File: src/design/wsdf_pkg.sv
// Package for the WebSocket frame deframer: field widths, parse phases and the result record.
package wsdf_pkg;

	localparam int unsigned ByteW    = 8;
	localparam int unsigned OpcodeW  = 4;
	localparam int unsigned LenW     = 64;
	localparam int unsigned KeyW     = 32;
	localparam int unsigned HdrCntW  = 4;
	localparam int unsigned KeyPosW  = 2;
	localparam int unsigned OutDataW = 16;

	// Seven-bit length codes that announce an extended length
	localparam logic [6:0] Len7Ext16 = 7'd126;
	localparam logic [6:0] Len7Ext64 = 7'd127;

	// Extended-length and key byte counts
	localparam logic [HdrCntW-1:0] Ext16Bytes = 4'd2;
	localparam logic [HdrCntW-1:0] Ext64Bytes = 4'd8;
	localparam logic [HdrCntW-1:0] KeyBytes   = 4'd4;

	// Parse phases
	typedef enum logic [2:0] {
		PH_FIRST   = 3'd0,
		PH_SECOND  = 3'd1,
		PH_EXTLEN  = 3'd2,
		PH_KEY     = 3'd3,
		PH_PAYLOAD = 3'd4
	} phase_t;

	// One result item
	typedef struct packed {
		logic               empty_frame;
		logic               is_last;
		logic               final_fragment;
		logic [OpcodeW-1:0] frame_opcode;
		logic [ByteW-1:0]   payload_byte;
	} result_t;

endpackage

File: src/design/websocket_frame_deframer.sv
// WebSocket frame deframer: header parse, length and key capture, payload unmasking.
//
//  channel   | dir | tdata (low bit up)                               | tuser       | tlast
//  s_axis    | in  | in_byte[7:0]                                     | -           | -
//  m_axis    | out | payload_byte[7:0], frame_opcode[11:8], fin[12]  | empty_frame | is_last
//
//  One byte per clock sustained while m_axis does not stall; a result is registered after its byte is accepted
//  (input register, then parse logic into the result register).
//  Every byte is taken at one a clock when not stalled: the parse logic is a single pass on the 64-bit length.
//  arst_n clears the parse state and the valid bits of both register stages.
//  A stall on m_axis holds the result register and the input register; s_axis_tready
//  drops only while both are full and the result is not being taken.
module websocket_frame_deframer
	import wsdf_pkg::*;
(
	input  logic                clk,
	input  logic                arst_n,
	input  logic                s_axis_tvalid,
	output logic                s_axis_tready,
	input  logic [ByteW-1:0]    s_axis_tdata,   // [7:0] in_byte
	output logic                m_axis_tvalid,
	input  logic                m_axis_tready,
	output logic [OutDataW-1:0] m_axis_tdata,   // [7:0] payload_byte, [11:8] frame_opcode,
	                                            // [12] final_fragment, [15:13] zero
	output logic                m_axis_tlast,   // is_last
	output logic                m_axis_tuser    // [0] empty_frame
);

	// Pipeline and parse state
	logic                 valid_s1;
	logic [ByteW-1:0]     byte_s1;
	logic                 out_valid_q;
	result_t              out_q;

	phase_t               phase_q, phase_d;
	logic                 fin_q, fin_d;
	logic [OpcodeW-1:0]   opcode_q, opcode_d;
	logic                 mask_q, mask_d;
	logic [LenW-1:0]      rem_q, rem_d;
	logic [HdrCntW-1:0]   hbl_q, hbl_d;
	logic [KeyW-1:0]      key_q, key_d;
	logic [KeyPosW-1:0]   kpos_q, kpos_d;

	logic                 advance;
	logic                 update;
	logic                 res_valid;
	result_t              res;
	logic                 len_done;
	logic [ByteW-1:0]     key_byte;

	// Handshake: result register frees when empty or taken
	assign advance       = !out_valid_q || m_axis_tready;
	assign s_axis_tready = !valid_s1 || advance;
	assign update        = valid_s1 && advance;

	// Key byte for the current payload position, first key byte in the top
	always_comb begin
		case (kpos_q)
			2'd0:    key_byte = key_q[31:24];
			2'd1:    key_byte = key_q[23:16];
			2'd2:    key_byte = key_q[15:8];
			default: key_byte = key_q[7:0];
		endcase
	end

	// Parse one byte
	always_comb begin
		phase_d   = phase_q;
		fin_d     = fin_q;
		opcode_d  = opcode_q;
		mask_d    = mask_q;
		rem_d     = rem_q;
		hbl_d     = hbl_q;
		key_d     = key_q;
		kpos_d    = kpos_q;
		len_done  = 1'b0;
		res_valid = 1'b0;
		res       = '0;

		case (phase_q)
			PH_SECOND: begin
				mask_d = byte_s1[7];
				rem_d  = '0;
				if (byte_s1[6:0] == Len7Ext16) begin
					hbl_d   = Ext16Bytes;
					phase_d = PH_EXTLEN;
				end else if (byte_s1[6:0] == Len7Ext64) begin
					hbl_d   = Ext64Bytes;
					phase_d = PH_EXTLEN;
				end else begin
					rem_d    = {{(LenW-7){1'b0}}, byte_s1[6:0]};
					len_done = 1'b1;
				end
			end
			PH_EXTLEN: begin
				rem_d = {rem_q[LenW-ByteW-1:0], byte_s1};
				hbl_d = hbl_q - 4'd1;
				if (hbl_q == 4'd1) begin
					len_done = 1'b1;
				end
			end
			PH_KEY: begin
				key_d = {key_q[KeyW-ByteW-1:0], byte_s1};
				hbl_d = hbl_q - 4'd1;
				if (hbl_q == 4'd1) begin
					if (rem_q == '0) begin
						phase_d   = PH_FIRST;
						res_valid = 1'b1;
						res.is_last     = 1'b1;
						res.empty_frame = 1'b1;
					end else begin
						phase_d = PH_PAYLOAD;
					end
				end
			end
			PH_PAYLOAD: begin
				kpos_d    = kpos_q + 2'd1;
				rem_d     = rem_q - 64'd1;
				res_valid = 1'b1;
				res.payload_byte = mask_q ? (byte_s1 ^ key_byte) : byte_s1;
				if (rem_q == 64'd1) begin
					phase_d     = PH_FIRST;
					res.is_last = 1'b1;
				end
			end
			default: begin
				fin_d    = byte_s1[7];
				opcode_d = byte_s1[OpcodeW-1:0];
				phase_d  = PH_SECOND;
			end
		endcase

		// Length known: key next, payload next, or an empty frame ends here
		if (len_done) begin
			kpos_d = '0;
			if (mask_d) begin
				hbl_d   = KeyBytes;
				phase_d = PH_KEY;
			end else if (rem_d == '0) begin
				phase_d   = PH_FIRST;
				res_valid = 1'b1;
				res.is_last     = 1'b1;
				res.empty_frame = 1'b1;
			end else begin
				phase_d = PH_PAYLOAD;
			end
		end

		res.frame_opcode   = opcode_q;
		res.final_fragment = fin_q;
	end

	// Input register
	always_ff @(posedge clk or negedge arst_n) begin
		if (!arst_n) begin
			valid_s1 <= 1'b0;
		end else if (s_axis_tready) begin
			valid_s1 <= s_axis_tvalid;
		end
	end

	always_ff @(posedge clk) begin
		if (s_axis_tready && s_axis_tvalid) begin
			byte_s1 <= s_axis_tdata;
		end
	end

	// Parse state
	always_ff @(posedge clk or negedge arst_n) begin
		if (!arst_n) begin
			phase_q  <= PH_FIRST;
			fin_q    <= 1'b0;
			opcode_q <= '0;
			mask_q   <= 1'b0;
			rem_q    <= '0;
			hbl_q    <= '0;
			key_q    <= '0;
			kpos_q   <= '0;
		end else if (update) begin
			phase_q  <= phase_d;
			fin_q    <= fin_d;
			opcode_q <= opcode_d;
			mask_q   <= mask_d;
			rem_q    <= rem_d;
			hbl_q    <= hbl_d;
			key_q    <= key_d;
			kpos_q   <= kpos_d;
		end
	end

	// Result register
	always_ff @(posedge clk or negedge arst_n) begin
		if (!arst_n) begin
			out_valid_q <= 1'b0;
		end else if (advance) begin
			out_valid_q <= update && res_valid;
		end
	end

	always_ff @(posedge clk) begin
		if (advance) begin
			out_q <= res;
		end
	end

	assign m_axis_tvalid = out_valid_q;
	assign m_axis_tdata  = {{(OutDataW-ByteW-OpcodeW-1){1'b0}}, out_q.final_fragment,
	                        out_q.frame_opcode, out_q.payload_byte};
	assign m_axis_tlast  = out_q.is_last;
	assign m_axis_tuser  = out_q.empty_frame;

	// Checks
	a_empty_is_last: assert property (@(posedge clk) disable iff (!arst_n)
		m_axis_tvalid && m_axis_tuser |-> m_axis_tlast && (m_axis_tdata[7:0] == 8'd0))
		else $error("empty frame result without last mark or with nonzero data");

	a_payload_len: assert property (@(posedge clk) disable iff (!arst_n)
		phase_q == PH_PAYLOAD |-> rem_q != '0)
		else $error("payload phase with zero bytes remaining");

	a_hdr_count: assert property (@(posedge clk) disable iff (!arst_n)
		(phase_q == PH_EXTLEN || phase_q == PH_KEY) |-> hbl_q != '0)
		else $error("header byte count exhausted inside header phase");

	a_no_result_first: assert property (@(posedge clk) disable iff (!arst_n)
		update && res_valid |-> phase_q != PH_FIRST)
		else $error("result raised on a first header byte");

endmodule

File: config.mk
export PLATFORM = sky130hd
export DESIGN_NAME = websocket_frame_deframer
export DESIGN_NICKNAME = d
export VERILOG_FILES = /design/src/design/wsdf_pkg.sv /design/src/design/websocket_frame_deframer.sv
export SDC_FILE = /design/constraint.sdc
export NUM_CORES = 1
export LEC_CHECK = 0
export ABC_AREA = 0
export BUFFER_PORTS_ARGS = -buffer_cell sky130_fd_sc_hd__clkbuf_2
export CAP_MARGIN = 20
export CORE_MARGIN = 2
export CORE_UTILIZATION = 45
export CTS_CLUSTER_SIZE = 12
export DETAILED_ROUTE_END_ITERATION = 8
export PLACE_DENSITY_LB_ADDON = 0.25
export SLEW_MARGIN = 0
export SYNTH_ARGS = -nofsm -noshare
export SYNTH_HDL_FRONTEND = slang
export SYNTH_SLANG_ARGS = --single-unit
File: constraint.sdc
create_clock -name clk -period 3.5 [get_ports clk]
set_clock_uncertainty 0.05 [all_clocks]
set_input_delay 0.525 -clock clk [delete_from_list [all_inputs] [get_ports clk]]
set_output_delay 0.525 -clock clk [all_outputs]
set_load 0.005 [all_outputs]
Yosys cells after proc, flatten, opt, wreduce, memory -nomap -nowiden
Index checks and enable logic that the tools add are counted.
{ "classes": {"n_addsub": 3, "n_eq_ne": 14, "mux": 40, "bitwise": 2, "n_reduce_logical": 17} }
{ "op_table": {"columns": ["op", "count"], "rows": [
  ["case mux 64 bit (3 select lines)", 1],
  ["zero test 64 bit", 2],
  ["== test 64 x 1 -> 1 bit (second input constant)", 1],
  ["subtractor 64 x 1 -> 64 bit (second input constant)", 1],
  ["two-way mux 3 bit", 8],
  ["case mux 8 bit (3 select lines)", 1],
  ["two-way mux 4 bit", 4],
  ["== test 7 bit (second input constant)", 2],
  ["two-way mux 2 bit", 7],
  ["two-way mux 7 bit", 2],
  ["case mux 3 bit (4 select lines)", 1],
  ["two-way mux 1 bit", 11],
  ["two-way mux 8 bit", 1],
  ["case mux 4 bit (2 select lines)", 1],
  ["XOR 8 bit", 1],
  ["== test 3 x 2 -> 1 bit (second input constant)", 2],
  ["inequality test 3 bit (second input constant)", 2],
  ["case mux 1 bit (2 select lines)", 3],
  ["AND reduction 2 bit", 3],
  ["AND reduction 5 bit", 1],
  ["== test 4 x 1 -> 1 bit (second input constant)", 1],
  ["inequality test 4 bit (second input constant)", 1],
  ["OR reduction 4 bit", 1],
  ["subtractor 4 x 1 -> 4 bit (second input constant)", 1],
  ["13 further kinds", 17]
]} }
{ "totals": {"regBits": 136, "output_inout_bits": 20, "elab_cells": 92} }

Longest topological paths before layout
Gate-level depths: netlist of the first run.
{ "logic_depth": {"word_depth": 9, "depth_mapped": 13, "depth_no_buf": 12} }

Worst setup path before layout of the first run
OpenSTA, ideal clock, no wires.
{ "synth_timing": {"path_type": "register to register", "from": "register rem_q[3]", "to": "register out_q, in the netlist m_axis_tlast (data pin)", "t_arrival_ns": 3.217, "required_ns": 3.287, "path_slack_ns": 0.070, "stages_incl_launch_ff": 12, "n_path_buf": 1, "synth_period_minus_slack_ns": 3.430, "path_cell_list": "dfrtp_1 > clkbuf_1 > or4_1 > nor4_1 > xnor2_1 > nor2_1 > or4_1 > a211oi_1 > nand4_2 > nor4_4 > nand3_1 > o221ai_1"} }
{ "synth_lines": {"columns": ["item", "line", "rtl"], "rows": [
  ["start: declaration", "websocket_frame_deframer.sv:39", "logic [LenW-1:0] rem_q, rem_d;"],
  ["start signal: assignment", "websocket_frame_deframer.sv:184", "rem_q <= rem_d;"],
  ["end signal: assignment", "websocket_frame_deframer.sv:202", "out_q <= res;"],
  ["end: declaration", "websocket_frame_deframer.sv:33", "result_t out_q;"]
]} }

==> results of run 1 <==
## synth_stat cells (10+ instances only)
| cell type | instances |
|---|---|
| nand2_1 | 183 |
| dfrtp_1 | 113 |
| o21ai_0 | 99 |
| nor2_1 | 93 |
| clkbuf_1 | 75 |
| a21oi_1 | 55 |
| nor3_1 | 43 |
| mux2_2 | 36 |
| nand4_1 | 29 |
| nand3_1 | 28 |
| nor4_1 | 28 |
| edfxtp_1 | 23 |
| a31oi_1 | 22 |
| inv_1 | 18 |
| or3_1 | 16 |
| a311oi_1 | 12 |
| a222oi_1 | 11 |
| nand2b_1 | 11 |
| xor2_1 | 11 |
| a211oi_1 | 10 |
| a22oi_1 | 10 |
| buf_4 | 10 |
## cells by family after synthesis
logic type / Yosys count
buffers and inverters: 118
AO/OA/AOI/OAI: 297
flip-flops: 136
adder cells (fa/ha/maj): 10
AND/OR/NAND/NOR: 512
other: 1
multiplexers: 43
XOR/XNOR: 16
## timing repair
| action | CTS | global route |
|---|---|---|
| pin swaps | 9 | 18 |
| gates cloned | 0 | 0 |
| gates resized for setup | 24 | 26 |
| setup buffers | 5 | 3 |
| setup endpoints to repair | 4 | 5 |
## per-stage QoR
stage	utilization [%]	std cells	total power [uW]	hold slack, ns	TNS (ns)
3_5_place_dp	54.0	1534	4190	0.388	-0.546
2_1_floorplan	-	1135	3130	0.179	0
4_1_cts	57.9	1571	6130	0.0476	0
5_1_grt	58.5	1574	6460	0.0784	-0.384
6_report	58.5	1574	6210	0.0223	-0.0366
3_3_place_gp	54.0	1534	4190	0.379	-0.434
## registers in the layout, indices dropped and copies added (netlist names), 2 cells and up
name	count
key_q	32
kpos_q	2
rem_q	64
opcode_q	4
phase_q	3
byte_s1	8
m_axis_tdata	13
hbl_q	4
## power by group
part	internal [uW]	switching (uW)	total (uW)
combinational	959	1310	2270
clock	977	903	1880
sequential	1820	235	2060
## layout make-up
type | count | area, sq um | share of cell area [%]
clock inverters | 15 | 194 | 1.63
clock buffers | 17 | 425 | 3.58
flip-flops and latches | 136 | 3520 | 29.7
inverters | 19 | 71.3 | 0.600
well taps | 270 | 338 | 2.84
multi-input cells | 881 | 5550 | 46.7
repair buffers | 236 | 1780 | 15.0
## final timing paths
check / startpoint / endpoint / slack, ns
worst min register to register: opcode_q[3] / m_axis_tdata[11] / 0.40
worst max-delay path: rem_q[5] / m_axis_tlast / -0.03
worst min-delay path: arst_n / rem_q[45] / 0.02
min in group clk: s_axis_tdata[7] / byte_s1[7] / 0.21
max in group asynchronous: arst_n / rem_q[13] / 2.54
worst max register to register: rem_q[5] / m_axis_tlast / -0.03
## per-layer routing
| metal | share of wire [%] | global-route usage, % | vias to the layer above |
|---|---|---|---|
| li1 | - | - | 4514 |
| met1 | 38 | 44.6 | 4867 |
| met2 | 47 | 56.4 | 656 |
| met3 | 9.1 | 6.72 | 169 |
| met4 | 5.9 | 18.8 | 0 |
| met5 | 0 | 0 | - |
## critical path: stages (launching register included)
cell      delay (ns)
dfrtp_2         0.47
nor4_4          0.29
nand3_1         0.19
buf_6           0.20
nor3_1          0.19
xor2_1          0.10
a222oi_1        0.56
nand3_1         0.16
or4_4           0.46
nor4_4          0.36
nand3_2         0.15
o221ai_2        0.18
==> results.md, run 1 <==
- Outcome: finished with violations
- CP Launch Type: flip-flop
- Synth cell types: 86
- Nets: 1,311
- Worst EP required: 3.74 ns
- # fillers: 1,878
- Dpl ws: -0.178 ns
- Largest family of logic cells by synthesized area: simple AND/OR/NAND/NOR gates
- Clk root buf: clkbuf_16
- First-pass GRT wire length: 58,800 microns
- Worst-Skew Late Latency: 0.44 ns
- Initial Util: 46.1%
- Commonest non-fill, non-tap cell in the layout: buf_4
- Worst min path class: primary input to async pin
- Crit path DAT: 3.77 ns
- Register bit total from synthesis: 136
- Multiplexer share of the synthesized area: 5.08%
- Slew @ Worst Pin: 0.766 ns
- Avg Cell Area, Syn: 8.26 sq um
- Critical setup path kind: flip-flop to flip-flop
- Total grt overflow: 0
- DRC violations left: 0
- Worst-path clk slew: 0.07 ns
- Vias in the first global route: 9,926
- Ys Warns: 0
- Top-area cell type share of the netlist area: 30.2%
- CTS tree: built
- CTS Buf Count: 17
- Detail Route Antenna Nets: 0
- Avg Vias per Cell: 6.48
- Post-synthesis sequential area ratio: 37.6%
- Pre-antenna DRT Iters: 7
- Main synth FF type: dfrtp_1
- Worst slew margin: 48.6%
- Layout area overhead: 27.0%
- F_max: 283 MHz
- GPL Wtd Cong: 1.02
- Post-route cell area: 11,900 sq um
- LEAKAGE: 0.00514 uW
- Die outline width: 148 microns
- Period utilization: 101%
- Post-route setup slack: -0.0301 ns
- Clk sinks: 136
- Ports: 32
- Async S/R FF share, synth: 83.1%
- Post-synthesis compound-gate area fraction: 20.6%
- WL final: 37,700 microns
- # port buffers: 28
- Cell taking the most area after synthesis: dfrtp_1
- CP max FO: 12
- Site Rows: 52
- PwrDens: 523 nW/um^2
- Final Hold Fails: 0
- Worst r2r path cells: 11
- Number of synthesized flops with an enable pin: 23
- Clock Path Buffers: 2
- Largest net degree at the start of global routing: 46
- Die H: 148 microns
- DP Area: 11,000 sq um
- # diodes: 0
- Synth Area in Simple Gates: 28.2%
- Failing checks: setup timing
- Synthesized instance count: 1,133
- RSZ-0062 raised after global routing: true
- Layout cells sized above 1: 29.3%
- Final setup viols: 3
- Synth Cell Area: 9360 sq um
- Post-CTS Hold Fix Bufs: 0
- Final min period: 3.53 ns
- Die area: 22,000 sq um
- Max-slew violations: 0
- Area share of fa/ha/maj cells after synthesis: 1.28%
- Most frequent cells in the layout: buf_4, nand2_1, dfrtp_1, o21ai_0, nor2_1
- WL/cell: 24.0 microns
- Maxcap violations: 0
- Global Route Usage Sum: 35.0%
- CP endpoint kind: flip-flop
- HPWL after DPL: 27,500 microns
- Synth top area cells: dfrtp_1, edfxtp_1, nand2_1
- XOR/XNOR Fraction of Synth Area: 1.50%
- Vias after detailed routing: 10,200
- Peak supply drop: 0.303 mV
- H-Tree Depth: 4
- Core area: 20,300 sq um
- DRT iter0 DRCs: 1,329
- Initial antenna violation count: 0
Power figures use the tool's default switching activity.
==> run 2: changes to the inputs <==
PLACE_DENSITY_LB_ADDON = 0.05   (was 0.25)
==> run 2 against run 1 <==
Compared with the run above: maximum frequency grew 1.0%; cell count grew 2.2%; combinational power rose by 10%; the run now ends clean; via count grew 1.4%; largest cell class unchanged; clock power hardly changed; routed wire length up 3.6%; sequential share of layout area fell by 0.77 points; count of clock-buffer cells in the layout rose by 3; sequential power down 2%; cell area increased by 2.6%; non-clock buffer count is 33 higher; setup slack improved by 0.036 ns.
==> results.md, run 2 (synthesis results as in run 1) <==
- WL final: 39,100 microns (was 37,700 microns)
- CP Launch Type: flip-flop (unchanged)
- # port buffers: 28 (unchanged)
- Max incr delay on CP: 0.53 ns (was 0.56 ns)
- RSZ-0062 raised after global routing: true (unchanged)
- Clock Path Buffers: 2 (unchanged)
- Final Hold Fails: 0 (unchanged)
- Max stage delay cell, worst path: or4_4 (was a222oi_1)
- Crit path DAT: 3.72 ns (was 3.77 ns)
- CP endpoint kind: flip-flop (unchanged)
- Vias in the first global route: 9,711 (was 9,926)
- Reg area: 3520 sq um (about the same)
- DP Area: 11,200 sq um (was 11,000 sq um)
- Outcome: complete, no violations (was finished with violations)
- Worst-Skew Late Latency: 0.44 ns (about the same)
- WL/cell: 24.3 microns (was 24.0 microns)
- Initial antenna violation count: 1 (was 0)
- Die area: 22,000 sq um (unchanged)
- H-Tree Depth: 4 (unchanged)
- Worst EP required: 3.72 ns (was 3.74 ns)
- Period utilization: 99.8% (was 101%)
- Total power draw: 6420 uW (was 6210 uW)
- Worst-path clk slew: 0.06 ns (was 0.07 ns)
- Most flops, register: rem_q (unchanged)
- Total grt overflow: 0 (unchanged)
- Core area: 20,300 sq um (unchanged)
- Critical setup path kind: flip-flop to flip-flop (unchanged)
- Commonest non-fill, non-tap cell in the layout: buf_4 (unchanged)
- DRC violations left: 0 (unchanged)
- CTS Buf Count: 17 (unchanged)
- Global Route Usage Sum: 35.9% (was 35.0%)
- DRT iter0 DRCs: 1,144 (was 1,329)
- Slew @ Worst Pin: 0.828 ns (was 0.766 ns)
- Avg Vias per Cell: 6.44 (was 6.48)
- Detail Route Antenna Nets: 0 (unchanged)
- CTS tree: built (unchanged)
- Clk root buf: clkbuf_16 (unchanged)
- LEAKAGE: 0.00532 uW (was 0.00514 uW)
- Post-route cell area: 12,200 sq um (was 11,900 sq um)
- Clk sinks: 136 (unchanged)
- Die H: 148 microns (unchanged)
- Peak supply drop: 0.344 mV (was 0.303 mV)
- Vias after detailed routing: 10,400 (was 10,200)
- Max-slew violations: 0 (unchanged)
- # fillers: 1,871 (was 1,878)
- Worst slew margin: 44.4% (was 48.6%)
- Worst min path class: primary input to async pin (unchanged)
- Largest net degree at the start of global routing: 59 (was 46)
- Site Rows: 52 (unchanged)
- Die outline width: 148 microns (unchanged)
- PwrDens: 526 nW/um^2 (was 523 nW/um^2)
- Ports: 32 (unchanged)
- HPWL after DPL: 28,800 microns (was 27,500 microns)
- Layout cells sized above 1: 31.6% (was 29.3%)
- Final setup viols: 0 (was 3)
- Final min period: 3.49 ns (was 3.53 ns)
- First-pass GRT wire length: 59,700 microns (was 58,800 microns)
- Maxcap violations: 0 (unchanged)
- Max reg flops: 64 (unchanged)
- Nets: 1,344 (was 1,311)
- Layout area overhead: 30.3% (was 27.0%)
- Most frequent cells in the layout: buf_4, nand2_1, dfrtp_1, o21ai_0, nor2_1 (unchanged)
- Pre-antenna DRT Iters: 6 (was 7)
- Footprint of the multi-input gates: 5620 sq um (was 5550 sq um)
- GPL Wtd Cong: 1.01 (was 1.02)
- Critical Path, Cell by Cell: or4_4 > or4_4 > nor4_4 > buf_4 > a31o_1 > a211oi_2 > nor3_2 > nand4b_1 > nor4_4 > nand3_2 > o221ai_2 (was nor4_4 > nand3_1 > buf_6 > nor3_1 > xor2_1 > a222oi_1 > nand3_1 > or4_4 > nor4_4 > nand3_2 > o221ai_2)
- CP max FO: 3 (was 12)
- F_max: 286 MHz (was 283 MHz)
- Initial Util: 46.1% (unchanged)
run 2: changes by cell type in the layout (fill, tap and decap cells not counted), moves of 3 or more:
cell / before / now
buf_4: 201 / 233
clkinv_8: 6 / 0
nor2_2: 6 / 2
nor2_4: 0 / 4
nor3_2: 4 / 8
a211oi_1: 9 / 6
a211oi_2: 1 / 4
nor3_1: 40 / 37
run 2: final timing paths:
| check | start | endpoint | slack [ns] | cells past startpoint |
|---|---|---|---|---|
| setup reg to reg | rem_q[33] | m_axis_tlast | 0.006 | 11 |
| setup / recovery | rem_q[33] | m_axis_tlast | 0.006 | 11 |
| min in group clk | s_axis_tdata[2] | byte_s1[2] | 0.22 | 1 |
| hold / removal | arst_n | fin_q | 0.10 | 1 |
| hold reg to reg | opcode_q[2] | m_axis_tdata[10] | 0.39 | 0 |
| max in group asynchronous | arst_n | rem_q[5] | 2.51 | 2 |
run 2: area by class of cell:
| cell class | count | share of cell area (%) |
|---|---|---|
| well taps | 270 | 2.77 |
| diodes | 1 | 0.0205 |
| multi-input cells | 881 | 46.1 |
| repair buffers | 269 | 16.7 |
| clock buffers | 20 | 3.93 |
| flip-flops and latches | 136 | 28.9 |
| inverters | 19 | 0.585 |
| clock inverters | 12 | 1.02 |
run 2: report_power, final:
part | total (uW) | internal [uW] | switching (uW) | leakage, uW
Clock | 1900 | 1090 | 816 | 0.000297
Combinational | 2500 | 1060 | 1440 | 0.00330
Sequential | 2010 | 1820 | 189 | 0.00172
Total | 6420 | 3970 | 2450 | 0.00532
run 2: per-stage QoR:
step | instances | TNS (ns) | hold slack [ns] | setup WS [ns] | utilization, %
finish | 1608 | 0 | 0.105 | 0.00586 | 60.1
global route | 1607 | -0.249 | 0.168 | -0.0836 | 60.1
CTS | 1599 | 0 | 0.130 | 0.00467 | 58.5
detailed placement | 1562 | -0.194 | 0.381 | -0.120 | 55.1
global placement | 1562 | -0.0979 | 0.378 | -0.0617 | 55.1
floorplan | 1135 | 0 | 0.179 | 0.0700 | -
run 2: worst max-delay path: cells and delay by family, from the launching register on:
family                 cells  cell delay, ns
AO/OA/AOI/OAI              3            0.47
buffers and inverters      1            0.19
flip-flops                 1            0.37
AND/OR/NAND/NOR            7            2.25
run 2: layer usage:
| metal | vias up | global-route usage, % | wire (microns) |
|---|---|---|---|
| met5 | - | 0 | 0 |
| met2 | 615 | 52.8 | 16700 |
| met4 | 0 | 14.8 | 1660 |
| met1 | 5011 | 51.5 | 16800 |
| li1 | 4580 | - | - |
| met3 | 145 | 7.42 | 3960 |
run 2: repair_timing:
item / CTS / global route
endpoints found under the setup margin: 4 / 5
pin swaps: 4 / 27
endpoints found under the hold margin: 0 / 0
hold buffers: 0 / 0
gates resized for setup: 9 / 55
buffers inserted: 5 / 9
